[config.mk]
export PLATFORM = sky130hd
export DESIGN_NAME = twme_sqrt
export DESIGN_NICKNAME = d
export VERILOG_FILES = /design/src/rtl/trajectory_window_motion_estimator_top_assert.svh /design/src/rtl/twme_pkg.sv /design/src/rtl/twme_sqrt.sv
export SDC_FILE = /design/constraint.sdc
export NUM_CORES = 1
export LEC_CHECK = 0
export BUFFER_PORTS_ARGS = -buffer_cell sky130_fd_sc_hd__buf_4
export CAP_MARGIN = 20
export CORE_ASPECT_RATIO = 1.5
export CORE_MARGIN = 4
export CORE_UTILIZATION = 50
export CTS_BUF_LIST = sky130_fd_sc_hd__clkbuf_4
export DETAILED_ROUTE_END_ITERATION = 7
export HOLD_SLACK_MARGIN = 0.03
export PLACE_DENSITY = 0.73
export SLEW_MARGIN = 20
export SYNTH_ARGS = -nofsm -noshare
export SYNTH_HDL_FRONTEND = slang
export SYNTH_SLANG_ARGS = --single-unit
[constraint.sdc]
create_clock -name i_clk -period 3.95 [get_ports i_clk]
set_clock_uncertainty 0.2 [all_clocks]
set_input_delay 0.79 -clock i_clk [delete_from_list [all_inputs] [get_ports i_clk]]
set_output_delay 0.79 -clock i_clk [all_outputs]
set_load 0.01 [all_outputs]
[src/rtl/trajectory_window_motion_estimator_top_assert.svh]
// assertion macros for the trajectory window motion estimator top level
// relies on i_clk and i_rst_n being visible at the point of use
`ifndef TRAJECTORY_WINDOW_MOTION_ESTIMATOR_TOP_ASSERT_SVH
`define TRAJECTORY_WINDOW_MOTION_ESTIMATOR_TOP_ASSERT_SVH

// same-cycle implication, quiet during reset
`define TWME_CHECK(lbl, ante, cons, msg) \
    lbl: assert property (@(posedge i_clk) disable iff (!i_rst_n) (ante) |-> (cons)) \
        else $error(msg);

// next-cycle implication, quiet during reset
`define TWME_CHECK_NEXT(lbl, ante, cons, msg) \
    lbl: assert property (@(posedge i_clk) disable iff (!i_rst_n) (ante) |=> (cons)) \
        else $error(msg);

`endif

[src/rtl/twme_pkg.sv]
// shared constants, types and the arctangent table of the motion estimator
// no dependencies
`default_nettype none

package twme_pkg;

    localparam int WINDOW_DEPTH_DEF = 10;

    localparam int POS_W   = 32;
    localparam int DIFF_W  = 33;
    localparam int SQ_W    = 66;
    localparam int LEN_W   = 33;
    localparam int SUM_W   = 40;
    localparam int DREM_W  = 34;
    localparam int DNUM_W  = 48;
    localparam int QUOT_W  = 40;
    localparam int DCNT_W  = 6;
    localparam int ACC_W   = 22;
    localparam int CORD_W  = 32;
    localparam int Z_W     = 17;
    localparam int HEAD_W  = 16;
    localparam int MEAN_W  = 32;
    localparam int PTS_W   = 4;
    localparam int UQ_W    = 15;

    localparam int UNIT_ONE    = 16384;
    localparam int HALF_PI_Q13 = 12868;
    localparam int PI_Q13      = 25736;
    localparam int CORD_ITERS  = 14;
    localparam int SQRT_ITERS  = 33;
    localparam int UNIT_STEPS  = 15;
    localparam int MEAN_STEPS  = 40;

    // request word into the shared divider
    typedef struct packed {
        logic              start;
        logic [DREM_W-1:0] rem;
        logic [DNUM_W-1:0] num;
        logic [DREM_W-1:0] div;
        logic [DCNT_W-1:0] steps;
    } t_div_req;

    // round(atan(2^-i) * 8192)
    function automatic logic signed [Z_W-1:0] atan_q13(input logic [3:0] idx);
        logic signed [Z_W-1:0] v;
        v = '0;
        unique case (idx)
            4'd0:    v = 17'sd6434;
            4'd1:    v = 17'sd3798;
            4'd2:    v = 17'sd2007;
            4'd3:    v = 17'sd1019;
            4'd4:    v = 17'sd511;
            4'd5:    v = 17'sd256;
            4'd6:    v = 17'sd128;
            4'd7:    v = 17'sd64;
            4'd8:    v = 17'sd32;
            4'd9:    v = 17'sd16;
            4'd10:   v = 17'sd8;
            4'd11:   v = 17'sd4;
            4'd12:   v = 17'sd2;
            4'd13:   v = 17'sd1;
            default: v = '0;
        endcase
        return v;
    endfunction

endpackage

`default_nettype wire

[src/rtl/twme_sqrt.sv]
// digit-by-digit integer square root of a 66-bit sum of squares
// depends on twme_pkg
`default_nettype none

module twme_sqrt
    import twme_pkg::*;
(
    input  wire logic             i_clk,
    input  wire logic             i_rst_n,
    input  wire logic             i_start,
    input  wire logic [SQ_W-1:0]  i_val,
    output logic                  o_done,
    output logic [LEN_W-1:0]      o_root
);

    localparam int REM_W = 38;

    logic              r_busy;
    logic              r_done;
    logic [5:0]        r_cnt;
    logic [SQ_W-1:0]   r_val;
    logic [REM_W-1:0]  r_rem;
    logic [LEN_W-1:0]  r_root;

    logic [REM_W-1:0]  n_pull;
    logic [REM_W-1:0]  n_trial;

    // bring down two bits and form the trial subtrahend
    always_comb begin
        n_pull  = {r_rem[REM_W-3:0], r_val[SQ_W-1:SQ_W-2]};
        n_trial = REM_W'({r_root, 2'b01});
    end

    // control
    always_ff @(posedge i_clk) begin
        if (!i_rst_n) begin
            r_busy <= 1'b0;
            r_done <= 1'b0;
            r_cnt  <= '0;
        end else begin
            r_done <= 1'b0;
            if (i_start) begin
                r_busy <= 1'b1;
                r_cnt  <= 6'(SQRT_ITERS);
            end else if (r_busy) begin
                r_cnt <= r_cnt - 1'b1;
                if (r_cnt == 6'd1) begin
                    r_busy <= 1'b0;
                    r_done <= 1'b1;
                end
            end
        end
    end

    // datapath
    always_ff @(posedge i_clk) begin
        if (i_start) begin
            r_val  <= i_val;
            r_rem  <= '0;
            r_root <= '0;
        end else if (r_busy) begin
            r_val <= {r_val[SQ_W-3:0], 2'b00};
            if (n_pull >= n_trial) begin
                r_rem  <= n_pull - n_trial;
                r_root <= {r_root[LEN_W-2:0], 1'b1};
            end else begin
                r_rem  <= n_pull;
                r_root <= {r_root[LEN_W-2:0], 1'b0};
            end
        end
    end

    assign o_done = r_done;
    assign o_root = r_root;

endmodule

`default_nettype wire

=== After elaboration in Yosys (flattened, before gate mapping) ===
Cells that the tools add are included.

* Register bits after elaboration: 143
* Input port bits: 69
* Output and inout bits: 34
* Word-level logic and storage cells: 26

* Add/subtract/negate cells: 2
* $lt $le $gt $ge: 1
* Eq/ne operators: 1
* Multiplexer cells: 10
* Bitwise logic cells: 2
* Reductions and logical operators: 3

{| class="wikitable"
|+ Operator list
! operator !! count
|-
| $mux W66 || 2
|-
| $ge A38 B35 Y1 || 1
|-
| $mux W36 || 1
|-
| $sub A36 B35 Y36 || 1
|-
| $mux W6 || 2
|-
| $eq A6 B1 Y1 const B || 1
|-
| $sub A6 B1 Y6 const B || 1
|-
| $mux W1 || 5
|-
| $reduce_or A3 Y1 || 1
|-
| $not A1 Y1 || 2
|-
| $reduce_bool A2 Y1 || 1
|-
| $reduce_or A2 Y1 || 1
|}

=== Logic depth before layout (Yosys ltp) ===
* Depth after elaboration: 4
* Depth in mapped cells: 13
* Mapped depth without buffers: 10

=== Least setup slack after synthesis ===
OpenSTA, ideal clock, no wires.

* Path kind: flip-flop to flip-flop
* From: reg r_root[7] (netlist: o_root[7])
* To: reg r_rem[9]
* Setup time: 86 ps
* Data arrival time: 2918 ps
* Data required time: 3664 ps
* Path slack: 746 ps
* Cell stages (with the launch flop): 13
* Buffers on the path: 2
* Clock period less this slack: 3204 ps
* Cells stage by stage: dfxtp_1 -> inv_1 -> ha_1 -> a21oi_1 -> o21ai_0 -> a221oi_1 -> a2111oi_1 -> o32a_2 -> a31o_1 -> buf_6 -> buf_12 -> mux2i_1 -> a211oi_1

* Cells in the longest elaborated chain, start to end: 2
* Elaborated cells between the ends (all ways): 3
* Those cells by class: add/sub (1); order compare (1); mux (1)

{| class="wikitable"
|+ RTL lines
! element !! RTL line !! source
|-
| start, declared || twme_sqrt.sv:23 || <nowiki>logic [LEN_W-1:0] r_root;</nowiki>
|-
| start signal, assigned || twme_sqrt.sv:65 || <nowiki>r_root <= {r_root[LEN_W-2:0], 1'b1};</nowiki>
|-
| start signal, assigned || twme_sqrt.sv:68 || <nowiki>r_root <= {r_root[LEN_W-2:0], 1'b0};</nowiki>
|-
| $sub A36 B35 Y36 or $ge A38 B35 Y1 (tied branches) || twme_sqrt.sv:64, twme_sqrt.sv:63 ||
|-
| $mux W36 * || twme_sqrt.sv:63 || <nowiki>if (n_pull >= n_trial) begin</nowiki>
|-
| end signal, assigned || twme_sqrt.sv:64 || <nowiki>r_rem <= n_pull - n_trial;</nowiki>
|-
| end signal, assigned || twme_sqrt.sv:67 || <nowiki>r_rem <= n_pull;</nowiki>
|-
| end, declared || twme_sqrt.sv:22 || <nowiki>logic [REM_W-1:0] r_rem;</nowiki>
|}

Every way passes the cells marked *; elsewhere a longest branch is shown, timed or not.
A chain may end at the register's enable or synchronous reset.

=== Final worst setup path ===
* From: reg r_root[28] (netlist: o_root[28])
* To: reg r_rem[27]

* Cells in the longest elaborated chain, start to end: 2

{| class="wikitable"
|+ RTL lines
! element !! RTL line
|-
| $ge A38 B35 Y1 || twme_sqrt.sv:63
|-
| $mux W36 || twme_sqrt.sv:63
|}

Every way passes these cells.

==> impl_results.md <==
- Status: finished, final reports clean
- First-pass GRT wire length: between 20000 and 30000 um
- Worst Path Max Fanout: 16
- Fin crit share: about 89%
- Gr ovfl total: 0
- CP startpoint kind: flip-flop
- Final min period: between 3 and 4 ns
- Syn Area/Cell: 10.5 um^2
- Actual slew at the worst max-slew pin: 0.688 ns
- # hold bufs at CTS: 0
- PD cells: between 600 and 700 nW/um^2
- Synth-to-Final Area Change: 14.2%
- Final setup fails: 0
- Number of synthesized flops with an enable pin: 66
- Post-Place Worst Slack: 0.483 ns
- Antenna violations before repair: 1
- Post-route cell area: between 9000 and 10000 um^2
- Synth top area share: between 20% and 30%
- Core ar.: 15600 um^2
- Tot GR Track Use: 19.3%
- Mapped Area: about 8000 um^2
- Rows: 56
- Max VDD drop: roughly 0.00030 V
- Final slew viol count: 0
- Ports: between 100 and 150
- Die Width: between 100 and 150 um
- CTS tree: yes
- H-tree Lvls: 4
- Wirelength per Cell: approximately 16 um
- Largest net degree at the start of global routing: 55
- Fmax: 0.285 GHz
- Via/cell ratio: between 5 and 6
- Clk root buf: clkbuf_4
- Synthesized instance count: 763
- Chip Height: approximately 160 um
- Non-filler instance count after layout: between 1000 and 1500
- #FFs+latches synth: approximately 140
- Via Count: 6004
- Total power: ~6000 uW
- Post-synth ARST share: 0%
- Post-Syn Nets: 869
- Post-CTS sizing: 0
- Max-Slew Margin vs Limit: between 50% and 60%
- Leakage: 0.00376 uW
- Maximum buffer depth of the clock tree: 2
- Routed wire length: around 17000 um
- Worst EP required: 4.21 ns
- Max_cap viols: 0
- Final hold vios: 0
- Starting Density: between 50% and 60%
- Total clock sinks: roughly 140
- YS warnings: 0
- Sequential area share after synthesis: roughly 44%
- Top post-synthesis cells by area: edfxtp_1 25%, dfxtp_1 19%, mux2_2 9.2%
- Most frequent cells in the layout: 111 x buf_4, 84 x nor2_1, 76 x dfxtp_1
- WS Path Type: flip-flop to flip-flop
- Iteration-0 DRC count of the detailed router: approximately 340
- First drt pass iteration count: 4
- Vias in the first global route: 6123
- Antenna viol nets, final: 0
- Clk slew on worst S/H paths: approximately 0.14 ns
- Final-stage net count: around 960
- Post-DP Area: a little under 9000 um^2
- Post-synth cell types: between 60 and 70
- # port buffers: between 100 and 150
- Clock Latency Late Sink: approximately 0.55 ns
- RSZ-0062 raised after global routing: no
- CP Data Arrival Time: 3.76 ns
- Buffers inserted by post-CTS timing repair: 0
- DP Wirelength: ~13000 um
- Final routed DRC violation total: 0
- Setup_tns: 0 ns
- Most common cell after layout, fill and taps aside: buf_4
- Top FF cell, synth: dfxtp_1
- Worst setup margin: approximately 0.44 ns
- Area leader, netlist: edfxtp_1
- Die area: 18100 um^2
- Inst Count DP: between 1000 and 1500
- GP Congestion: ~0.93
- Hold Path Class: primary input to flip-flop
- Total CTS buffers: 17
- Share of layout cells above drive strength 1: between 20% and 30%
- Crit path capture type: flip-flop
==> registers in the layout, summed over array words and instances (netlist names) <==
signal and cells:
o_done 1, r_val 66, r_busy 1, r_rem 36, r_cnt 6, o_root 33
==> report_power, final <==
part	switching (uW)	internal [uW]
registers	130	1750
logic	1710	1470
clock network	600	330
==> layer usage <==
layer	track usage, %	vias up	wire [um]
met3	5.43	36	919
met2	34.0	134	8880
li1	-	2982	-
met4	7.91	0	423
met5	0	-	0
met1	21.9	2852	7030
==> worst paths after layout <==
check | start | to | slack, ns | depth (start not counted)
setup / recovery | o_root[28]$_SDFFE_PP0P_ | r_rem[27]$_SDFFE_PP0P_ | 0.44 | 11
hold / removal | i_rst_n | r_cnt[5]$_SDFFE_PN0P_ | 0.27 | 2
setup reg to reg | o_root[28]$_SDFFE_PP0P_ | r_rem[27]$_SDFFE_PP0P_ | 0.44 | 11
hold reg to reg | r_rem[2]$_SDFFE_PP0P_ | r_rem[2]$_SDFFE_PP0P_ | 0.30 | 2
==> worst max-delay path, cell delays in order (launching register included) <==
cell	delay [ns]
dfxtp_1	0.42
inv_1	0.07
ha_1	0.41
and4_4	0.30
nand4_1	0.11
or4_1	0.54
o31a_1	0.32
o21ai_2	0.18
a31o_1	0.14
buf_4	0.25
nand2_1	0.22
o211ai_1	0.26
==> cell type report <==
class                   instances  area (um^2)
inverters                      51          191
multi-input cells             533         4010
clock inverters                15          148
repair buffers                112          853
clock buffers                  17          128
well taps                     203          254
fillers                      1424         6510
flip-flops and latches        143         3530
diodes                          1         2.50
==> synth_stat cells, drive strengths merged (8+ instances only) <==
cell type / instances
nor3: 11
nand2: 35
mux2: 65
nor2: 84
a21o: 14
inv: 51
buf: 11
o21ai: 27
a21oi: 30
xnor2: 18
xor2: 12
edfxtp: 66
mux2i: 57
a211oi: 26
clkbuf: 22
ha: 37
dfxtp: 77
nand3: 8
==> kinds of logic (layout without fill, tap and decap cells) <==
family | after synthesis | in the layout | share of synthesized area, %
buf+inv | 87 | 195 | 5.60
simple gates | 178 | 178 | 10.3
flops | 143 | 143 | 44.2
fa+ha+maj | 37 | 37 | 5.80
compound gates | 166 | 166 | 14.5
xor+xnor | 30 | 30 | 3.29
mux | 122 | 122 | 16.3
other cells | 0 | 1 | 0
==> metrics by stage <==
| stage | hold WS [ns] | utilization, % |
|---|---|---|
| after floorplan | 0.226 | - |
| after global placement | 0.246 | 56.5 |
| after detailed placement | 0.270 | 56.5 |
| after CTS | 0.233 | 58.3 |
| after global routing | 0.226 | 58.3 |
| final | 0.269 | 58.3 |
(Power assumes the default switching activity.)
