**src/rtl/trajectory_window_motion_estimator_top_assert.svh**
```systemverilog
// assertion macros for the trajectory window motion estimator top level
// relies on i_clk and i_rst_n being visible at the point of use
`ifndef TRAJECTORY_WINDOW_MOTION_ESTIMATOR_TOP_ASSERT_SVH
`define TRAJECTORY_WINDOW_MOTION_ESTIMATOR_TOP_ASSERT_SVH

// same-cycle implication, quiet during reset
`define TWME_CHECK(lbl, ante, cons, msg) \
    lbl: assert property (@(posedge i_clk) disable iff (!i_rst_n) (ante) |-> (cons)) \
        else $error(msg);

// next-cycle implication, quiet during reset
`define TWME_CHECK_NEXT(lbl, ante, cons, msg) \
    lbl: assert property (@(posedge i_clk) disable iff (!i_rst_n) (ante) |=> (cons)) \
        else $error(msg);

`endif

```
**src/rtl/twme_pkg.sv**
```systemverilog
// shared constants, types and the arctangent table of the motion estimator
// no dependencies
`default_nettype none

package twme_pkg;

    localparam int WINDOW_DEPTH_DEF = 10;

    localparam int POS_W   = 32;
    localparam int DIFF_W  = 33;
    localparam int SQ_W    = 66;
    localparam int LEN_W   = 33;
    localparam int SUM_W   = 40;
    localparam int DREM_W  = 34;
    localparam int DNUM_W  = 48;
    localparam int QUOT_W  = 40;
    localparam int DCNT_W  = 6;
    localparam int ACC_W   = 22;
    localparam int CORD_W  = 32;
    localparam int Z_W     = 17;
    localparam int HEAD_W  = 16;
    localparam int MEAN_W  = 32;
    localparam int PTS_W   = 4;
    localparam int UQ_W    = 15;

    localparam int UNIT_ONE    = 16384;
    localparam int HALF_PI_Q13 = 12868;
    localparam int PI_Q13      = 25736;
    localparam int CORD_ITERS  = 14;
    localparam int SQRT_ITERS  = 33;
    localparam int UNIT_STEPS  = 15;
    localparam int MEAN_STEPS  = 40;

    // request word into the shared divider
    typedef struct packed {
        logic              start;
        logic [DREM_W-1:0] rem;
        logic [DNUM_W-1:0] num;
        logic [DREM_W-1:0] div;
        logic [DCNT_W-1:0] steps;
    } t_div_req;

    // round(atan(2^-i) * 8192)
    function automatic logic signed [Z_W-1:0] atan_q13(input logic [3:0] idx);
        logic signed [Z_W-1:0] v;
        v = '0;
        unique case (idx)
            4'd0:    v = 17'sd6434;
            4'd1:    v = 17'sd3798;
            4'd2:    v = 17'sd2007;
            4'd3:    v = 17'sd1019;
            4'd4:    v = 17'sd511;
            4'd5:    v = 17'sd256;
            4'd6:    v = 17'sd128;
            4'd7:    v = 17'sd64;
            4'd8:    v = 17'sd32;
            4'd9:    v = 17'sd16;
            4'd10:   v = 17'sd8;
            4'd11:   v = 17'sd4;
            4'd12:   v = 17'sd2;
            4'd13:   v = 17'sd1;
            default: v = '0;
        endcase
        return v;
    endfunction

endpackage

`default_nettype wire

```
**src/rtl/twme_cordic.sv**
```systemverilog
// vectoring cordic giving atan2 in radians q3.13, one iteration per cycle
// depends on twme_pkg
`default_nettype none

module twme_cordic
    import twme_pkg::*;
(
    input  wire logic                     i_clk,
    input  wire logic                     i_rst_n,
    input  wire logic                     i_start,
    input  wire logic signed [CORD_W-1:0] i_x,
    input  wire logic signed [CORD_W-1:0] i_y,
    output logic                          o_done,
    output logic signed [HEAD_W-1:0]      o_heading
);

    logic                     r_busy;
    logic                     r_done;
    logic [3:0]               r_i;
    logic signed [CORD_W-1:0] r_x;
    logic signed [CORD_W-1:0] r_y;
    logic signed [Z_W-1:0]    r_z;

    logic signed [CORD_W-1:0] n_xs;
    logic signed [CORD_W-1:0] n_ys;
    logic signed [Z_W-1:0]    n_ang;
    logic signed [HEAD_W-1:0] n_clamp;

    // shared shifter, angle lookup and output clamp
    always_comb begin
        n_xs  = r_x >>> r_i;
        n_ys  = r_y >>> r_i;
        n_ang = atan_q13(r_i);
        if (r_z > Z_W'(PI_Q13)) begin
            n_clamp = HEAD_W'(PI_Q13);
        end else if (r_z < -Z_W'(PI_Q13)) begin
            n_clamp = -HEAD_W'(PI_Q13);
        end else begin
            n_clamp = r_z[HEAD_W-1:0];
        end
    end

    // control
    always_ff @(posedge i_clk) begin
        if (!i_rst_n) begin
            r_busy <= 1'b0;
            r_done <= 1'b0;
            r_i    <= '0;
        end else begin
            r_done <= 1'b0;
            if (i_start) begin
                r_i <= '0;
                if (i_x == '0 && i_y == '0) begin
                    r_done <= 1'b1;
                end else begin
                    r_busy <= 1'b1;
                end
            end else if (r_busy) begin
                r_i <= r_i + 1'b1;
                if (r_i == 4'(CORD_ITERS - 1)) begin
                    r_busy <= 1'b0;
                    r_done <= 1'b1;
                end
            end
        end
    end

    // quarter-turn pre-rotation for the left half-plane, then micro-rotations
    always_ff @(posedge i_clk) begin
        if (i_start) begin
            if (i_x == '0 && i_y == '0) begin
                r_x <= '0;
                r_y <= '0;
                r_z <= '0;
            end else if (i_x < 0) begin
                if (i_y >= 0) begin
                    r_x <= i_y;
                    r_y <= -i_x;
                    r_z <= Z_W'(HALF_PI_Q13);
                end else begin
                    r_x <= -i_y;
                    r_y <= i_x;
                    r_z <= -Z_W'(HALF_PI_Q13);
                end
            end else begin
                r_x <= i_x;
                r_y <= i_y;
                r_z <= '0;
            end
        end else if (r_busy) begin
            if (r_y > 0) begin
                r_x <= r_x + n_ys;
                r_y <= r_y - n_xs;
                r_z <= r_z + n_ang;
            end else begin
                r_x <= r_x - n_ys;
                r_y <= r_y + n_xs;
                r_z <= r_z - n_ang;
            end
        end
    end

    assign o_done    = r_done;
    assign o_heading = n_clamp;

endmodule

`default_nettype wire

```
**config.mk**
```make
export PLATFORM = sky130hd
export DESIGN_NAME = twme_cordic
export DESIGN_NICKNAME = d
export VERILOG_FILES = /design/src/rtl/trajectory_window_motion_estimator_top_assert.svh /design/src/rtl/twme_pkg.sv /design/src/rtl/twme_cordic.sv
export SDC_FILE = /design/constraint.sdc
export NUM_CORES = 1
export LEC_CHECK = 0
export BUFFER_PORTS_ARGS = -buffer_cell sky130_fd_sc_hd__buf_2
export CORE_MARGIN = 5
export CORE_UTILIZATION = 58
export CTS_CLUSTER_DIAMETER = 60
export DETAILED_ROUTE_END_ITERATION = 8
export GPL_ROUTABILITY_DRIVEN = 0
export GPL_TIMING_DRIVEN = 0
export PLACE_DENSITY = 0.77
export SLEW_MARGIN = 20
export SYNTH_ARGS = -nofsm -noshare
export SYNTH_HDL_FRONTEND = slang
export SYNTH_SLANG_ARGS = --single-unit
```
**constraint.sdc**
```tcl
create_clock -name i_clk -period 10.19 [get_ports i_clk]
set_clock_uncertainty 0.2 [all_clocks]
set_input_delay 1.019 -clock i_clk [delete_from_list [all_inputs] [get_ports i_clk]]
set_output_delay 1.019 -clock i_clk [all_outputs]
set_load 0.05 [all_outputs]
```
# Yosys cells after proc, flatten, opt, wreduce, memory -nomap -nowiden
# Memory sizes are Yosys's and may differ from the RTL's. A register that Yosys moved wholly into a read port is not among the register bits.
# Cells that the tools add are included.
# W data, S select, Z words.
dict set report totals {
  romBits 208
  out_inout_bits 17
  ff_bits 87
  memories 1
  inputBits 67
  word_cells 61
}
# memory depth width read_ports rd_ports_with_merged_regs wr line
set memory_table {}
lappend memory_table {{(no name shown)} 16 13 1 1 0 twme_pkg.sv:47} ;# unique case (idx)
dict set report classes {
  n_mux 30
  n_eq_ne 2
  bitwise_logic 1
  magnitude_cmp 5
  n_addsub 9
  reduce_logical 5
  shift 2
}
# cell n
set op_table {}
lappend op_table {{$mux W32} 12}
lappend op_table {{$mux W17} 6}
lappend op_table {{$add A32 B32 Y32} 2}
lappend op_table {{$logic_not A32 Y1} 2}
lappend op_table {{$neg A32 Y32} 2}
lappend op_table {{$sshr A32 B4 Y32} 2}
lappend op_table {{$sub A32 B32 Y32} 2}
lappend op_table {{$ge A32 B1 Y1 const B} 1}
lappend op_table {{$gt A32 B1 Y1 const B} 1}
lappend op_table {{$lt A32 B1 Y1 const B} 1}
lappend op_table {{$mux W16} 2}
lappend op_table {{$add A17 B17 Y17} 1}
lappend op_table {{$gt A17 B16 Y1 const B} 1}
lappend op_table {{$lt A17 B16 Y1 const B} 1}
lappend op_table {{$sub A17 B17 Y17} 1}
lappend op_table {{$mux W1} 8}
lappend op_table {{$mux W4} 2}
lappend op_table {{$add A4 B1 Y4 const B} 1}
lappend op_table {{$eq A4 B4 Y1 const B} 1}
lappend op_table {{$ne A2 B2 Y1 const B} 1}
lappend op_table {{$reduce_bool A2 Y1} 1}
lappend op_table {{$reduce_or A2 Y1} 1}
lappend op_table {{$logic_and A1 B1 Y1} 1}
lappend op_table {{$not A1 Y1} 1}

# Longest topological paths before layout
dict set report logic_depth {
  word_depth 5
  mapped_depth 29
  ltp_nobuf 23
}

# Least setup slack after synthesis
# No wires, ideal clock.
dict set report synth_path {
  path_type {register -> register}
  startpoint {register r_i[0]}
  endpoint {register r_x[30] (data pin)}
  slack_ps 4206
  stages_incl_launch_ff 28
  synth_period_minus_slack_ps 5984
  t_required_ps 9715
  n_path_buf 9
  arrival_ps 5509
  path_cell_list {dfxtp_1 buf_2 buf_4 buf_6 buf_4 buf_2 buf_2 buf_2 buf_1 clkbuf_1 nand3_1 o21ai_0 ha_1 nand3_1 nand3b_1 nand2_1 xnor2_1 ha_1 and3_1 nand4_1 a21oi_1 a32oi_1 a2111oi_0 a31oi_1 a311oi_1 or3_1 mux2i_1 o221ai_1}
}
dict set report synth_between {
  elab_chain_cells 5
}
# element line
set synth_lines {}
lappend synth_lines {{start, declared} twme_cordic.sv:19} ;# logic [3:0] r_i;
lappend synth_lines {{start signal, assigned} twme_cordic.sv:59} ;# r_i <= r_i + 1'b1;
lappend synth_lines {{$sshr A32 B4 Y32 *} twme_cordic.sv:32} ;# n_ys = r_y >>> r_i;
lappend synth_lines {{$sub A32 B32 Y32 / $add A32 B32 Y32 (equally long branches)} {twme_cordic.sv:96, twme_cordic.sv:92}}
lappend synth_lines {{$mux W32 *} twme_cordic.sv:91} ;# if (r_y > 0) begin
lappend synth_lines {{$mux W32 *} twme_cordic.sv:90} ;# end else if (r_busy) begin
lappend synth_lines {{$mux W32 *} twme_cordic.sv:70} ;# if (i_start) begin
lappend synth_lines {{end signal, assigned} twme_cordic.sv:77} ;# r_x <= i_y;
lappend synth_lines {{end signal, assigned} twme_cordic.sv:92} ;# r_x <= r_x + n_ys;
lappend synth_lines {{end signal, assigned} twme_cordic.sv:96} ;# r_x <= r_x - n_ys;
lappend synth_lines {{end, declared} twme_cordic.sv:20} ;# logic signed [CORD_W-1:0] r_x;
# Mark *: on every way between the ends. The rest lies on a longest branch, timed or not. The select of a mux whose other input is x is not followed.
# A chain may end at the register's enable or synchronous reset.

# Worst setup path after layout
dict set report layout_path {
  startpoint {register r_i[2]}
  endpoint {register r_y[28] (data pin)}
}
dict set report layout_between {
  elab_chain_cells 5
}
# element line
set layout_lines {}
lappend layout_lines {{$sshr A32 B4 Y32 *} twme_cordic.sv:31} ;# n_xs = r_x >>> r_i;
lappend layout_lines {{$add A32 B32 Y32 / $sub A32 B32 Y32 (equally long branches)} {twme_cordic.sv:97, twme_cordic.sv:93}}
lappend layout_lines {{$mux W32 *} twme_cordic.sv:91}
lappend layout_lines {{$mux W32 *} twme_cordic.sv:90}
lappend layout_lines {{$mux W32 *} twme_cordic.sv:70}
lappend layout_lines {{end signal, assigned} twme_cordic.sv:78} ;# r_y <= -i_x;
lappend layout_lines {{end signal, assigned} twme_cordic.sv:93} ;# r_y <= r_y - n_xs;
lappend layout_lines {{end signal, assigned} twme_cordic.sv:97} ;# r_y <= r_y + n_xs;
lappend layout_lines {{end, declared} twme_cordic.sv:21} ;# logic signed [CORD_W-1:0] r_y;
# Marked as above.

==> flow_summary.ini <==
[detailed_routing]
drt_wl_total_microns = 55700
drt-initial-drc-count = 2444
detail-route-antenna-nets = 0
drc = 46
drt_pass1_iterations = 9
wl_per_cell_microns = 24.6
dr_wl_met3_microns = 7400
num_vias = 16100
wl_met1_microns = 20000
vias_per_cell = 7.10
route.met2.wl_microns = 24400
top_layer_used = met5

[synth]
syn_area_sq_mm = 0.0150
yosysTopAreaCell = edfxtp_1
ys_ff_latch = 100
yosysWarnings = 0
synthCells = 1828
ys.flop_type = edfxtp_1
avgSynthCellArea_sq_um = 8.23
synth_top_area_share_pct = 16.2
ys_seq_area_share_pct = 18.7
synth-edff-count = 81
syn-num-nets = 1995
yosysMostFrequentCell = nand2_1
synthDistinctLibCells = 92
ys_top_cells_by_area = edfxtp_1, ha_1, mux4_2
synth_common_cells = nand2_1, o21ai_0, nor2_1, a21oi_1, ha_1
synthArstFlopShare_pct = 0

[global_route]
grt_max_degree = 55
grt_pass1_vias = 15400
antenna_found_initial = 0
grt_pass1_wl_microns = 85800
grt_usage_pct = 37.4
grt_overflow = 0

[cts]
cts_sinks = 100
cts-htree-levels = 3
cts_hold_buf = 0
insertion_delay_ns = 0.38
cts-root-buf = clkbuf_16
cts.clk_slew.worst_paths_ns = 0.09
cts_buffers = 9
cts_tree = built
cts_resized = 0
clockBufferDepth = 2
cts_setup_buffers = 0

[setup_path]
worstSetupPathType = flop to flop
start_kind = flop
cp_slowest_cell = a31oi_1
crit_fanout = 10
r2r-end = r_y[28]$_DFFE_PP_
cp-end-kind = flop
r2r-start = r_i[2]$_SDFFE_PP0P_
cp.required_ns = 10.09
reg2reg_depth = 26
cp_slowest_stage_delay_ns = 0.76
rrSetupSlack_ns = 1.40
crit_arrival_ns = 8.69

[run_status]
status = finished, violations left
violations = design-rule violations

[sta]
finalHoldViolations = 0
setup_viol = 0
rsz0062_at_grt = no
slew_headroom_pct = 20.5
tns_ns = 0
worst_pin_slew_ns = 1.16
clock.fmax_mhz = 114
fin_crit_sh_pct = 86.3
finalCriticalPeriod_ns = 8.79
drv_slew = 0

[min_path]
hold_path.class = flop to flop
min_from = r_busy$_SDFFE_PN0P_
whs_path_depth = 2
hold_end = r_busy$_SDFFE_PN0P_

[die]
start_util_pct = 58.4
die_h_microns = 171
die-area_sq_mm = 0.0293
fp.coreArea_sq_mm = 0.0258
pin_count = 84
rows = 59
die_w_microns = 171

[finish]
diodes = 0
drive_above_1_share_pct = 11.9
syn_to_final_growth_pct = 7.78
fin_nets = 2089

[placed_design]
io_buffers = 81
hpwlAfterDp_microns = 43200

[run]
drv_cap = 0
[sequential cells by signal (all words and copies together), names as in the netlist]
name	cells
n_ang	13
o_done	1
r_busy	1
r_z	17
r_i	4
r_x	32
r_y	32
[cells by family after synthesis]
group	count (synthesis)	synth area share [%]
fa+ha+maj	100	8.47
mux	144	14.7
xor+xnor	187	11.0
simple gates	572	18.4
compound gates	563	23.8
buf+inv	162	4.97
flops	100	18.7
[worst max-delay path by stage]
stage / startpoint / slack, ns / end / cells after the start
after floorplan: r_i[0]$_SDFFE_PP0P_ / 4.21 / r_x[30]$_DFFE_PP_ / 27
final: r_i[2]$_SDFFE_PP0P_ / 1.40 / r_y[28]$_DFFE_PP_ / 26
after global routing: r_i[2]$_SDFFE_PP0P_ / 1.01 / r_y[28]$_DFFE_PP_ / 26
after CTS: r_i[2]$_SDFFE_PP0P_ / 2.05 / r_y[28]$_DFFE_PP_ / 24
after global placement: r_i[2]$_SDFFE_PP0P_ / 2.10 / r_y[28]$_DFFE_PP_ / 24
after detailed placement: r_i[2]$_SDFFE_PP0P_ / 2.10 / r_y[28]$_DFFE_PP_ / 24
[per-stage QoR]
stage                     cells  worst slack (ns)  util (%)  hold slack (ns)  area (sq um)
after floorplan            1828              4.21         -            0.310         15000
after global placement     2244              2.10      61.6            0.344         15900
after detailed placement   2246              2.10      61.8            0.366         15900
after CTS                  2262              2.05      62.9            0.375         16200
after global routing       2262              1.01      62.9            0.405         16200
final                      2262              1.40      62.9            0.400         16200
[placed cells by master (no fill, tap or decap), drive strengths merged, types with 29 or more instances in the layout]
cell / synthesis / layout
a21o: 34 / 34
a21oi: 111 / 111
buf: 41 / 124
clkbuf: 58 / 67
edfxtp: 81 / 81
ha: 97 / 97
inv: 61 / 65
mux2i: 68 / 68
mux4: 56 / 56
nand2: 198 / 198
nand3: 47 / 47
nor2: 119 / 119
nor3: 31 / 31
o21ai: 163 / 163
o22ai: 67 / 67
o31ai: 29 / 29
xnor2: 96 / 96
xor2: 90 / 90
[metal layers]
metal	track usage, %	vias up
met5	0	-
met4	20.2	2
met3	10.6	319
met2	59.1	1262
met1	46.3	7384
li1	-	7092
[worst max-delay path, delay by kind of cell (launching register included)]
kind,cells,cell delay (ns)
compound gates,9,3.06
xor+xnor,2,0.50
fa+ha+maj,2,0.53
buf+inv,8,3.11
flops,1,0.32
simple gates,5,0.77
[area by class of cell]
type / instances / area, sq um
multi-input combinational: 1566 / 11500
clock buffer: 9 / 225
inverter: 63 / 236
fill: 2244 / 9550
clock inverter: 7 / 78.8
buffer: 99 / 510
tap: 335 / 419
timing repair buffer: 83 / 440
sequential: 100 / 2810
Power is left out: the tool's default activity adds up to more than one toggle a clock period on the data nets, which glitch-free logic cannot reach.
