### config.mk
export PLATFORM = sky130hd
export DESIGN_NAME = twme_div
export DESIGN_NICKNAME = d
export VERILOG_FILES = /design/src/rtl/trajectory_window_motion_estimator_top_assert.svh /design/src/rtl/twme_pkg.sv /design/src/rtl/twme_div.sv
export SDC_FILE = /design/constraint.sdc
export NUM_CORES = 1
export LEC_CHECK = 0
export BUFFER_PORTS_ARGS = -buffer_cell sky130_fd_sc_hd__clkbuf_2
export CELL_PAD_IN_SITES_DETAIL_PLACEMENT = 1
export CELL_PAD_IN_SITES_GLOBAL_PLACEMENT = 1
export CORE_UTILIZATION = 30
export DETAILED_ROUTE_END_ITERATION = 16
export GPL_ROUTABILITY_DRIVEN = 0
export PLACE_DENSITY_LB_ADDON = 0.3
export SYNTH_ARGS = -nofsm -noshare
export SYNTH_HDL_FRONTEND = slang
export SYNTH_SLANG_ARGS = --single-unit
export TNS_END_PERCENT = 20
### constraint.sdc
create_clock -name i_clk -period 3.7 [get_ports i_clk]
set_input_delay 0.185 -clock i_clk [delete_from_list [all_inputs] [get_ports i_clk]]
set_output_delay 0.185 -clock i_clk [all_outputs]
set_load 0.01 [all_outputs]
### src/rtl/trajectory_window_motion_estimator_top_assert.svh
// assertion macros for the trajectory window motion estimator top level
// relies on i_clk and i_rst_n being visible at the point of use
`ifndef TRAJECTORY_WINDOW_MOTION_ESTIMATOR_TOP_ASSERT_SVH
`define TRAJECTORY_WINDOW_MOTION_ESTIMATOR_TOP_ASSERT_SVH

// same-cycle implication, quiet during reset
`define TWME_CHECK(lbl, ante, cons, msg) \
    lbl: assert property (@(posedge i_clk) disable iff (!i_rst_n) (ante) |-> (cons)) \
        else $error(msg);

// next-cycle implication, quiet during reset
`define TWME_CHECK_NEXT(lbl, ante, cons, msg) \
    lbl: assert property (@(posedge i_clk) disable iff (!i_rst_n) (ante) |=> (cons)) \
        else $error(msg);

`endif

### src/rtl/twme_pkg.sv
// shared constants, types and the arctangent table of the motion estimator
// no dependencies
`default_nettype none

package twme_pkg;

    localparam int WINDOW_DEPTH_DEF = 10;

    localparam int POS_W   = 32;
    localparam int DIFF_W  = 33;
    localparam int SQ_W    = 66;
    localparam int LEN_W   = 33;
    localparam int SUM_W   = 40;
    localparam int DREM_W  = 34;
    localparam int DNUM_W  = 48;
    localparam int QUOT_W  = 40;
    localparam int DCNT_W  = 6;
    localparam int ACC_W   = 22;
    localparam int CORD_W  = 32;
    localparam int Z_W     = 17;
    localparam int HEAD_W  = 16;
    localparam int MEAN_W  = 32;
    localparam int PTS_W   = 4;
    localparam int UQ_W    = 15;

    localparam int UNIT_ONE    = 16384;
    localparam int HALF_PI_Q13 = 12868;
    localparam int PI_Q13      = 25736;
    localparam int CORD_ITERS  = 14;
    localparam int SQRT_ITERS  = 33;
    localparam int UNIT_STEPS  = 15;
    localparam int MEAN_STEPS  = 40;

    // request word into the shared divider
    typedef struct packed {
        logic              start;
        logic [DREM_W-1:0] rem;
        logic [DNUM_W-1:0] num;
        logic [DREM_W-1:0] div;
        logic [DCNT_W-1:0] steps;
    } t_div_req;

    // round(atan(2^-i) * 8192)
    function automatic logic signed [Z_W-1:0] atan_q13(input logic [3:0] idx);
        logic signed [Z_W-1:0] v;
        v = '0;
        unique case (idx)
            4'd0:    v = 17'sd6434;
            4'd1:    v = 17'sd3798;
            4'd2:    v = 17'sd2007;
            4'd3:    v = 17'sd1019;
            4'd4:    v = 17'sd511;
            4'd5:    v = 17'sd256;
            4'd6:    v = 17'sd128;
            4'd7:    v = 17'sd64;
            4'd8:    v = 17'sd32;
            4'd9:    v = 17'sd16;
            4'd10:   v = 17'sd8;
            4'd11:   v = 17'sd4;
            4'd12:   v = 17'sd2;
            4'd13:   v = 17'sd1;
            default: v = '0;
        endcase
        return v;
    endfunction

endpackage

`default_nettype wire

### src/rtl/twme_div.sv
// shared restoring divider, one quotient bit per cycle
// depends on twme_pkg
`default_nettype none

module twme_div
    import twme_pkg::*;
(
    input  wire logic              i_clk,
    input  wire logic              i_rst_n,
    input  wire t_div_req          i_req,
    output logic                   o_done,
    output logic [QUOT_W-1:0]      o_quot
);

    logic              r_busy;
    logic              r_done;
    logic [DCNT_W-1:0] r_cnt;
    logic [DREM_W-1:0] r_rem;
    logic [DNUM_W-1:0] r_sh;
    logic [DREM_W-1:0] r_div;
    logic [QUOT_W-1:0] r_q;

    logic [DREM_W:0]   n_trial;
    logic              n_fit;

    // shift in the next numerator bit and try the subtraction
    always_comb begin
        n_trial = {r_rem, r_sh[DNUM_W-1]};
        n_fit   = (n_trial >= {1'b0, r_div});
    end

    // control
    always_ff @(posedge i_clk) begin
        if (!i_rst_n) begin
            r_busy <= 1'b0;
            r_done <= 1'b0;
            r_cnt  <= '0;
        end else begin
            r_done <= 1'b0;
            if (i_req.start) begin
                r_busy <= 1'b1;
                r_cnt  <= i_req.steps;
            end else if (r_busy) begin
                r_cnt <= r_cnt - 1'b1;
                if (r_cnt == DCNT_W'(1)) begin
                    r_busy <= 1'b0;
                    r_done <= 1'b1;
                end
            end
        end
    end

    // datapath
    always_ff @(posedge i_clk) begin
        if (i_req.start) begin
            r_rem <= i_req.rem;
            r_sh  <= i_req.num;
            r_div <= i_req.div;
            r_q   <= '0;
        end else if (r_busy) begin
            r_sh <= {r_sh[DNUM_W-2:0], 1'b0};
            if (n_fit) begin
                r_rem <= DREM_W'(n_trial - {1'b0, r_div});
                r_q   <= {r_q[QUOT_W-2:0], 1'b1};
            end else begin
                r_rem <= n_trial[DREM_W-1:0];
                r_q   <= {r_q[QUOT_W-2:0], 1'b0};
            end
        end
    end

    assign o_done = r_done;
    assign o_quot = r_q;

endmodule

`default_nettype wire

* After elaboration in Yosys (flattened, before gate mapping)
Index checks and enable logic that the tools add are counted.
Storage, ports and cells: register bits 164, output and inout bits 41, logic and storage cells 27
Cells by class: equal/unequal tests 1, reduce and logical (&&, ||, !) cells 2, magnitude comparators 1, $add $sub $neg 2, multiplexer cells 12, bitwise gates (word level) 2
Operators with widths (count):
- 34-bit two-way mux | 3
- 48-bit two-way mux | 2
- 35-bit by 34-bit >= comparator with 1-bit output | 1
- 34-bit subtractor | 1
- 6-bit two-way mux | 2
- 6-bit by 1-bit equality test with 1-bit output (second input constant) | 1
- 6-bit by 1-bit subtractor with 6-bit output (second input constant) | 1
- 1-bit two-way mux | 5
- 3-bit OR reduction | 1
- 1-bit NOT | 2
- 2-bit nonzero test | 1

* Longest topological paths before layout
Gate-level depths: netlist of the first run.
depth after elaboration 4, depth in mapped cells 13, gate-level depth less buffers 11

* Worst setup path after synthesis of the first run
No wires, ideal clock.
path type register to register, from reg r_rem[14], to reg r_rem[26], data pin, path slack 1114 ps, arrival time 2326 ps, library setup time 261 ps, cell stages (with the launch flop) 11, period minus slack after synthesis 2586 ps, data required time 3439 ps, cell sequence edfxtp_1 ha_1 buf_2 a21o_1 a21oi_1 o21ai_0 or3b_2 o21ai_1 o21bai_1 xor2_1 a221o_1
Between the ends: longest elaborated chain between the ends 4, elaborated cells on any way between the ends 5
Ends and longest elaborated chain:
- from (decl) | line twme_div.sv:18 | logic [DREM_W-1:0] r_rem;
- from (signal assigned) | line twme_div.sv:56 | r_rem <= i_req.rem;
- from (signal assigned) | line twme_div.sv:63 | r_rem <= DREM_W'(n_trial - {1'b0, r_div});
- from (signal assigned) | line twme_div.sv:66 | r_rem <= n_trial[DREM_W-1:0];
- 34-bit subtractor / 35-bit by 34-bit >= comparator with 1-bit output (equally long branches) | line twme_div.sv:63, twme_div.sv:29
- 34-bit two-way mux (*) | line twme_div.sv:62 | if (n_fit) begin
- 34-bit two-way mux (*) | line twme_div.sv:60 | end else if (r_busy) begin
- 34-bit two-way mux (*) | line twme_div.sv:55 | if (i_req.start) begin
Every way passes the cells marked *; elsewhere a longest branch is shown, timed or not. The select of a mux whose other input is x is not followed. A chain may end at the register's enable or synchronous reset.

* Worst setup path after layout of the first run
from reg r_rem[15], to reg r_rem[33], data pin
The elaborated chain is that of the path after synthesis.

==> results of run 1 <==
logic make-up after synthesis:
family | Yosys count
simple gates | 214
compound gates | 176
flops | 164
buf+inv | 90
mux | 86
fa+ha+maj | 37
xor+xnor | 34
per-layer routing:
| layer | vias to the layer above | part of all wire |
|---|---|---|
| met4 | 2 | 0.0070 |
| met2 | 155 | 0.46 |
| met5 | - | 0.00070 |
| met3 | 12 | 0.071 |
| li1 | 3336 | - |
| met1 | 3300 | 0.46 |
how the worst max path moves through the flow:
stage	from	end	slack (ps)
6_report	r_rem[15]	r_rem[33]	380
4_1_cts	r_rem[15]	r_rem[17]	350
3_3_place_gp	r_rem[15]	r_rem[33]	370
3_5_place_dp	r_rem[15]	r_rem[12]	400
5_1_grt	r_rem[15]	r_rem[17]	90
2_1_floorplan	r_rem[14]	r_rem[26]	1110
layout make-up:
type / count / share of cell area
Antenna cell: 1 / 0.000229
Clock buffer: 17 / 0.0389
Timing Repair Buffer: 215 / 0.120
Sequential cell: 164 / 0.407
Tap cell: 384 / 0.0439
Clock inverter: 15 / 0.0146
Multi-Input combinational cell: 547 / 0.359
Inverter: 48 / 0.0165
sequential cells by signal (all words and copies together) (netlist names):
name	flops
r_sh	48
o_quot	40
r_div	34
r_rem	34
r_cnt	6
o_done	1
r_busy	1
worst max-delay path, delay by kind of cell (launching register included):
kind	cells	cell delay (ps)
AND/OR/NAND/NOR	3	800
buffers and inverters	1	270
adder cells (fa/ha/maj)	1	410
flip-flops	1	410
AO/OA/AOI/OAI	4	1250
through the flow:
step                      hold WS [ps]  utilization  area [um^2]  worst slack, ps  power [mW]
final                             32.7        0.381        10900              377        6.22
after global routing              13.2        0.381        10900             85.6        6.59
after CTS                         6.13        0.381        10900              350        6.30
after detailed placement           364        0.348         9990              401        4.41
after global placement             364        0.348         9990              366        4.40
after floorplan                    284            -         8730             1110        3.84
synth_stat cells (all sizes together) (6+ instances only):
cell type	n	area share
o21ai	44	0.026
a21o	11	0.0095
buf	18	0.010
nand3	17	0.0097
o31ai	6	0.0052
a211oi	6	0.0057
a21oi	39	0.025
nor2	79	0.034
nor3	7	0.0040
ha	36	0.052
nand2	47	0.020
edfxtp	116	0.40
a31oi	12	0.0086
o21a	6	0.0052
and2	16	0.011
clkbuf	24	0.010
mux2	47	0.061
inv	48	0.021
o211ai	6	0.0052
o311ai	8	0.011
nand4	16	0.011
a41oi	12	0.012
nor4	7	0.0050
mux2i	39	0.045
xor2	8	0.0080
nand2b	8	0.0057
dfxtp	48	0.11
xnor2	26	0.026
power by group:
group,internal [mW],switching [mW],leakage [nW],total [mW]
clock network,0.985,0.826,0.299,1.81
registers,2.25,0.106,1.55,2.35
logic,0.854,1.20,2.65,2.05
total,4.08,2.13,4.50,6.22
what timing repair did:
| item | 4_1_cts | 5_1_grt |
|---|---|---|
| buffers inserted | 0 | 0 |
| resized for setup | 0 | 0 |
| endpoints found under the setup margin | 0 | 0 |
| hold buffers | 36 | 0 |
| hold endpoints to repair | 36 | 0 |
==> results.sh, run 1 <==
export IMPL_status="completed"
export IMPL_synth_fa_ha_area_frac=0.0539
export IMPL_die_w_um=173
export IMPL_max_stage_delay_ps=480
export IMPL_hold_depth=3
export IMPL_hold_class="in2reg"
export IMPL_yosys_area_share_simple=0.116
export IMPL_core_um2=28700
export IMPL_grtUsageMet1=0.212
export IMPL_p_leak_nw=4.50
export IMPL_dp_cells=1322
export IMPL_finalCritPeriodShare=0.898
export IMPL_crit_arrival_ps=3590
export IMPL_synthFlopType="edfxtp_1"
export IMPL_via_per_inst=4.89
export IMPL_met3_usage=0.0536
export IMPL_synth_top_family_by_area="compound AO/OA/AOI/OAI gates"
export IMPL_portBuffers=165
export IMPL_synth_xor_area_frac=0.0341
export IMPL_rr_startpoint="r_rem[15]"
export IMPL_slew_headroom=0.458
export IMPL_ys_ff_latch=164
export IMPL_drive_gt1_frac=0.272
export IMPL_drc=0
export IMPL_grt_max_degree=76
export IMPL_cp_max_fo=10
export IMPL_reg2reg_depth=9
export IMPL_required_ps=3970
export IMPL_wirelength_um=24100
export IMPL_layout_commonest_cell="clkbuf_2"
export IMPL_grtUsageTotal=0.165
export IMPL_die_h_um=173
export IMPL_initial_utilization=0.304
export IMPL_nets=1155
export IMPL_min_from="i_req[0]"
export IMPL_min_to="r_cnt[0]"
export IMPL_grt_pass1_vias=7186
export IMPL_r2r_end="r_rem[33]"
export IMPL_grt_use_met2=0.264
export IMPL_rsz0062_at_grt="no"
export IMPL_pin_count=166
export IMPL_die_area_um2=29800
export IMPL_ant_nets=0
export IMPL_hpwl_um=17100
export IMPL_vdd_drop_max_mv=0.491
export IMPL_cts_htree_levels=4
export IMPL_drt_initial_drc_count=254
export IMPL_antenna_found_initial=2
export IMPL_clockRootBuffer="clkbuf_16"
export IMPL_syn_inst=801
export IMPL_clock_skew_ps=15.0
export IMPL_synth_edf_count=116
export IMPL_timing_fmax_mhz=301
export IMPL_postSynth_asyncResetShare=0
export IMPL_grt_overflow_total=0
export IMPL_cts_buffer_depth=2
export IMPL_synth_yosys_seq_area_share=0.509
export IMPL_hold_viol_final=0
export IMPL_ys_warn_count=0
export IMPL_fillers=3275
export IMPL_worst_pin_slew_ps=808
export IMPL_clock_latency_ps=430
export IMPL_area_growth_pct=25.2
export IMPL_min_period_ps=3320
export IMPL_wl_per_cell_um=17.3
export IMPL_final_cells=1391
export IMPL_maxSlewViolCount=0
export IMPL_synth_net_count=963
export IMPL_synth_mux_area_frac=0.105
export IMPL_cp_end_kind="flip-flop"
export IMPL_regToRegSetupSlack_ps=380
export IMPL_cts_tree="yes"
export IMPL_grt_pass1_wl_um=38900
export IMPL_multi_input_area_um2=3930
export IMPL_clk_pin_slew_ps=80
export IMPL_crit_type="reg2reg"
export IMPL_vias=6805
export IMPL_syn_area_um2=8730
export IMPL_synth_area_per_cell_um2=10.9
export IMPL_ff_latch_area_um2=4450
export IMPL_first_pass_iters=4
export IMPL_maxCapViolations=0
export IMPL_rows=62
export IMPL_final_cell_mix="164 x clkbuf_2, 116 x edfxtp_1, 78 x nor2_1"
export IMPL_setup_violations=0
export IMPL_cpMostUsedCell="o21ai_0"
export IMPL_startpoint_type="flip-flop"
export IMPL_critPathSlowestCell="o21ai_1"
export IMPL_clkSinkCount=164
export IMPL_path_cells="ha_1 > and3_1 > nand2_1 > nor3_1 > a311oi_1 > o21ai_1 > o21ai_0 > buf_4 > o21ai_0"
export IMPL_cts_buffers=17
export IMPL_cellPowerDensity_nw_per_um2=569
export IMPL_synth_compound_area_frac=0.141
export IMPL_gr_max_usage_layer="met2"
export IMPL_synth_cell_types=59
export IMPL_setup_tns_ps=0
No activity file was read; power rests on OpenSTA's default activity.
==> inputs of run 2 (changes only) <==
--- a/config.mk
+++ b/config.mk
@@ -5,13 +5,14 @@
 export SDC_FILE = /design/constraint.sdc
 export NUM_CORES = 1
 export LEC_CHECK = 0
+export ABC_CLOCK_PERIOD_IN_PS = 3700
 export BUFFER_PORTS_ARGS = -buffer_cell sky130_fd_sc_hd__clkbuf_2
 export CELL_PAD_IN_SITES_DETAIL_PLACEMENT = 1
 export CELL_PAD_IN_SITES_GLOBAL_PLACEMENT = 1
 export CORE_UTILIZATION = 30
 export DETAILED_ROUTE_END_ITERATION = 16
 export GPL_ROUTABILITY_DRIVEN = 0
-export PLACE_DENSITY_LB_ADDON = 0.3
+export PLACE_DENSITY_LB_ADDON = 0.25
 export SYNTH_ARGS = -nofsm -noshare
 export SYNTH_HDL_FRONTEND = slang
 export SYNTH_SLANG_ARGS = --single-unit
==> run 2 against run 1 <==
Net effect: via count about the same; sequential power about the same; combinational power about the same; register-to-register slack worse by 50 ps; critical path depth unchanged; hold slack worse by 3.6 ps; wire length up 0.80%; non-clock buffer count unchanged; worst setup slack worse by 53 ps; fmax down 1.6%.
==> results.sh, run 2 (synthesis gave the netlist of run 1 again) <==
export IMPL_grt_max_degree=101
export IMPL_cts_tree="yes"
export IMPL_die_w_um=173
export IMPL_final_cell_mix="164 x clkbuf_2, 116 x edfxtp_1, 78 x nor2_1"
export IMPL_r2r_end="r_rem[14]"
export IMPL_largest_register_ffs=48
export IMPL_maxCapViolations=0
export IMPL_grt_pass1_vias=7216
export IMPL_path_cells="ha_1 > o211ai_1 > a21oi_2 > o21ai_2 > a211o_1 > a21o_1 > a21boi_4 > o21ai_0 > o21ai_0"
export IMPL_reg2reg_depth=9
export IMPL_grt_pass1_wl_um=39400
export IMPL_vdd_drop_max_mv=0.317
export IMPL_cts_buffers=17
export IMPL_regToRegSetupSlack_ps=320
export IMPL_multi_input_area_um2=3930
export IMPL_startpoint_type="flip-flop"
export IMPL_rows=62
export IMPL_finalCritPeriodShare=0.913
export IMPL_worst_slack_ps=323
export IMPL_maxSlewViolCount=0
export IMPL_hpwl_um=17000
export IMPL_pre_cts_slack_ps=317
export IMPL_drive_gt1_frac=0.272
export IMPL_pin_count=166
export IMPL_setup_violations=0
export IMPL_ff_latch_area_um2=4450
export IMPL_drc=0
export IMPL_layout_commonest_cell="clkbuf_2"
export IMPL_cts_buffer_depth=2
export IMPL_finalPower_mw=6.28
export IMPL_required_ps=3840
export IMPL_clockRootBuffer="clkbuf_16"
export IMPL_initial_utilization=0.304
export IMPL_antenna_found_initial=4
export IMPL_core_um2=28700
export IMPL_dpl_instance_area_um2=10000
export IMPL_hold_depth=2
export IMPL_post_cts_buffers=0
export IMPL_grtUsageTotal=0.167
export IMPL_via_per_inst=4.90
export IMPL_crit_type="reg2reg"
export IMPL_cp_max_fo=14
export IMPL_hold_viol_final=0
export IMPL_portBuffers=165
export IMPL_hold_class="in2reg"
export IMPL_largest_register="r_sh"
export IMPL_cpMostUsedCell="o21ai_0"
export IMPL_drt_initial_drc_count=385
export IMPL_rsz0062_at_grt="no"
export IMPL_cellPowerDensity_nw_per_um2=573
export IMPL_timing_fmax_mhz=296
export IMPL_clk_pin_slew_ps=70
export IMPL_area_growth_pct=25.5
export IMPL_grt_overflow_total=0
export IMPL_final_cells=1390
export IMPL_min_period_ps=3380
export IMPL_stdcell_area_um2=11000
export IMPL_cts_htree_levels=4
export IMPL_wirelength_um=24300
export IMPL_dp_cells=1322
export IMPL_p_leak_nw=4.50
export IMPL_cp_end_kind="flip-flop"
export IMPL_slew_headroom=0.362
export IMPL_status="completed"
export IMPL_die_area_um2=29800
export IMPL_rr_startpoint="r_rem[1]"
export IMPL_max_stage_delay_ps=780
export IMPL_setup_tns_ps=0
export IMPL_nets=1155
export IMPL_worst_pin_slew_ps=947
export IMPL_critPathSlowestCell="o21ai_0"
export IMPL_crit_family="compound AO/OA/AOI/OAI gates"
export IMPL_antenna_cells=0
export IMPL_critPathBufInv=0
export IMPL_clock_skew_ps=11.7
export IMPL_clkSinkCount=164
export IMPL_crit_arrival_ps=3520
export IMPL_first_pass_iters=4
export IMPL_wl_per_cell_um=17.5
export IMPL_die_h_um=173
export IMPL_ant_nets=0
export IMPL_fillers=3275
export IMPL_min_from="i_req[40]"
export IMPL_min_to="r_sh[0]"
export IMPL_clock_latency_ps=440
export IMPL_vias=6809
## run 2: timing repair
item / CTS / global route
endpoints found under the hold margin: 36 / 0
resized for setup: 0 / 0
hold buffers: 36 / 0
## run 2: worst register-to-register path, cell delays in order, from the launching register on
cell      delay (ps)
edfxtp_1         400
ha_1             410
o211ai_1         230
a21oi_2           70
o21ai_2          230
a211o_1          320
a21o_1           250
a21boi_4         170
o21ai_0          780
o21ai_0          230
## run 2: cell type report
| class | count | area share |
|---|---|---|
| flip-flops and latches | 164 | 0.406 |
| well taps | 384 | 0.0438 |
| repair buffers | 215 | 0.121 |
| multi-input cells | 547 | 0.359 |
| clock buffers | 18 | 0.0411 |
| inverters | 48 | 0.0164 |
| clock inverters | 14 | 0.0137 |
## run 2: per-layer routing
| layer | GRT usage | wire length, um |
|---|---|---|
| met4 | 0.0502 | 342 |
| met2 | 0.264 | 11000 |
| met1 | 0.218 | 11400 |
| met5 | 0 | 44 |
| met3 | 0.0534 | 1460 |
## run 2: worst max-delay path by stage
stage,end,cells after the start,startpoint
final,r_rem[14],9,r_rem[1]
after global routing,r_rem[14],9,r_rem[5]
after CTS,r_rem[14],9,r_rem[1]
after detailed placement,r_rem[14],9,r_rem[1]
after global placement,r_rem[25],9,r_rem[1]
after floorplan,r_rem[26],10,r_rem[14]
## run 2: power by group
part           leakage, nW  internal, mW  switching, mW  total, mW
registers             1.55          2.24          0.106       2.35
logic                 2.66         0.863           1.22       2.08
clock network        0.299         0.953          0.894       1.85
total                 4.50          4.06           2.22       6.28
## run 2: through the flow
| step | util | hold WS (ps) |
|---|---|---|
| finish | 0.382 | 29.0 |
| global route | 0.382 | 14.1 |
| CTS | 0.382 | 1.14 |
| detailed placement | 0.348 | 364 |
| global placement | 0.348 | 364 |
| floorplan | - | 284 |
==> inputs of run 3 (changes only) <==
--- a/config.mk
+++ b/config.mk
@@ -9,7 +9,7 @@
 export BUFFER_PORTS_ARGS = -buffer_cell sky130_fd_sc_hd__clkbuf_2
 export CELL_PAD_IN_SITES_DETAIL_PLACEMENT = 1
 export CELL_PAD_IN_SITES_GLOBAL_PLACEMENT = 1
-export CORE_UTILIZATION = 30
+export CORE_UTILIZATION = 44
 export DETAILED_ROUTE_END_ITERATION = 16
 export GPL_ROUTABILITY_DRIVEN = 0
 export PLACE_DENSITY_LB_ADDON = 0.25
==> run 3 against run 2 <==
Net effect: critical path depth up 1; count of clock-buffer cells in the layout unchanged; register-to-register slack improved by 220 ps; core utilization increased by 17 points; sequential share of layout area up 0.54 points; first-iteration DRC count is 8.3% lower; cell count down 8.5%; fmax up 7.0%; critical endpoint is now r_rem[9]; largest cell class unchanged.
==> results.sh, run 3 (synthesis gave the netlist of run 1 again) <==
export IMPL_r2r_end="r_rem[9]"
export IMPL_clk_pin_slew_ps=70
export IMPL_grt_pass1_wl_um=37200
export IMPL_crit_type="reg2reg"
export IMPL_hpwl_um=16100
export IMPL_pin_count=166
export IMPL_grt_use_met2=0.401
export IMPL_first_pass_iters=4
export IMPL_core_um2=19500
export IMPL_status="completed"
export IMPL_dpl_instance_area_um2=9870
export IMPL_die_h_um=143
export IMPL_portBuffers=165
export IMPL_min_to="r_cnt[0]"
export IMPL_crit_cells=10
export IMPL_setup_tns_ps=0
export IMPL_vias=6910
export IMPL_grt_max_degree=99
export IMPL_clock_latency_ps=450
export IMPL_rr_startpoint="r_rem[1]"
export IMPL_rows=51
export IMPL_crit_arrival_ps=3360
export IMPL_min_period_ps=3150
export IMPL_max_stage_delay_ps=430
export IMPL_clock_skew_ps=15.5
export IMPL_finalCritPeriodShare=0.853
export IMPL_via_per_inst=5.43
export IMPL_critPathSlowestCell="ha_1"
export IMPL_hold_viol_final=0
export IMPL_maxCapViolations=0
export IMPL_antenna_found_initial=0
export IMPL_ant_nets=0
export IMPL_final_cell_mix="164 x clkbuf_2, 116 x edfxtp_1, 78 x nor2_1"
export IMPL_drc=0
export IMPL_grtUsageTotal=0.237
export IMPL_initial_utilization=0.449
export IMPL_gr_max_usage_layer="met2"
export IMPL_min_from="i_req[0]"
export IMPL_vdd_drop_max_mv=0.375
export IMPL_cts_htree_levels=4
export IMPL_post_cts_buffers=0
export IMPL_wl_per_cell_um=18.3
export IMPL_maxSlewViolCount=0
export IMPL_cts_buffers=17
export IMPL_multi_input_area_um2=3930
export IMPL_cts_resized=0
export IMPL_cts_tree="yes"
export IMPL_fillers=2163
export IMPL_grtUsageMet1=0.289
export IMPL_required_ps=3910
export IMPL_setup_violations=0
export IMPL_layout_commonest_cell="clkbuf_2"
export IMPL_grt_overflow_total=0
export IMPL_hold_class="in2reg"
export IMPL_critPathBufInv=1
export IMPL_cp_end_kind="flip-flop"
export IMPL_p_leak_nw=4.50
export IMPL_timing_fmax_mhz=317
export IMPL_reg2reg_depth=10
export IMPL_clockRootBuffer="clkbuf_16"
export IMPL_drt_initial_drc_count=353
export IMPL_rsz0062_at_grt="no"
export IMPL_grt_pass1_vias=7244
export IMPL_wirelength_um=23200
export IMPL_final_cells=1272
export IMPL_crit_family="compound AO/OA/AOI/OAI gates"
export IMPL_ff_latch_area_um2=4450
export IMPL_startpoint_type="flip-flop"
export IMPL_cp_max_fo=8
export IMPL_stdcell_area_um2=10800
export IMPL_regToRegSetupSlack_ps=550
export IMPL_die_w_um=143
export IMPL_antenna_cells=0
export IMPL_cellPowerDensity_nw_per_um2=575
export IMPL_die_area_um2=20400
export IMPL_drive_gt1_frac=0.272
export IMPL_met3_usage=0.0691
export IMPL_dp_cells=1204
export IMPL_cts_buffer_depth=2
export IMPL_largest_register_ffs=48
export IMPL_clkSinkCount=164
export IMPL_nets=1156
export IMPL_slew_headroom=0.463
export IMPL_largest_register="r_sh"
export IMPL_hold_depth=3
export IMPL_area_growth_pct=23.8
export IMPL_worst_pin_slew_ps=805
export IMPL_path_cells="ha_1 > o211ai_1 > a21oi_2 > o21ai_2 > a211o_1 > a21o_1 > a21boi_4 > nor2_2 > buf_4 > o311ai_0"
==> run 3: cell type report <==
| cell class | instances | area share |
|---|---|---|
| Sequential cell | 164 | 0.411 |
| Multi-Input combinational cell | 547 | 0.363 |
| Timing Repair Buffer | 216 | 0.124 |
| Clock buffer | 18 | 0.0397 |
| Tap cell | 265 | 0.0307 |
| Inverter | 48 | 0.0167 |
| Clock inverter | 14 | 0.0143 |
==> run 3: worst register-to-register path, stage by stage, from the launching register on <==
cell	delay, ps
edfxtp_1	420
ha_1	430
o211ai_1	130
a21oi_2	170
o21ai_2	120
a211o_1	380
a21o_1	260
a21boi_4	340
nor2_2	70
buf_4	190
o311ai_0	410
==> run 3: per-layer routing <==
| layer | wire, um | share of wire |
|---|---|---|
| met1 | 10300 | 0.44 |
| met2 | 11200 | 0.48 |
| met3 | 1440 | 0.062 |
| met4 | 290 | 0.012 |
| met5 | 0 | 0 |
==> run 3: power by group <==
group | switching (mW) | total, mW | leakage (nW) | internal (mW)
registers | 0.117 | 2.36 | 1.55 | 2.25
clock network | 0.863 | 1.77 | 0.288 | 0.909
logic | 1.21 | 2.09 | 2.67 | 0.878
==> run 3: timing repair <==
action                                 CTS  global route
endpoints found under the hold margin   36             0
hold buffers                            36             0
setup endpoints to repair                0             0
==> run 3: how the worst max path moves through the flow <==
stage	endpoint	slack (ps)	start
6_report	r_rem[9]	550	r_rem[1]
5_1_grt	r_rem[9]	330	r_rem[1]
4_1_cts	r_rem[9]	500	r_rem[1]
3_5_place_dp	r_rem[9]	480	r_rem[1]
3_3_place_gp	r_rem[17]	700	r_rem[1]
2_1_floorplan	r_rem[26]	1110	r_rem[14]
==> run 3: metrics by stage <==
step	setup WS (ps)	utilization	hold WS, ps	power [mW]
floorplan	1110	-	284	3.84
global placement	696	0.507	363	4.38
detailed placement	483	0.507	364	4.42
CTS	499	0.556	7.52	6.26
global route	329	0.556	11.1	6.56
finish	545	0.556	22.0	6.22
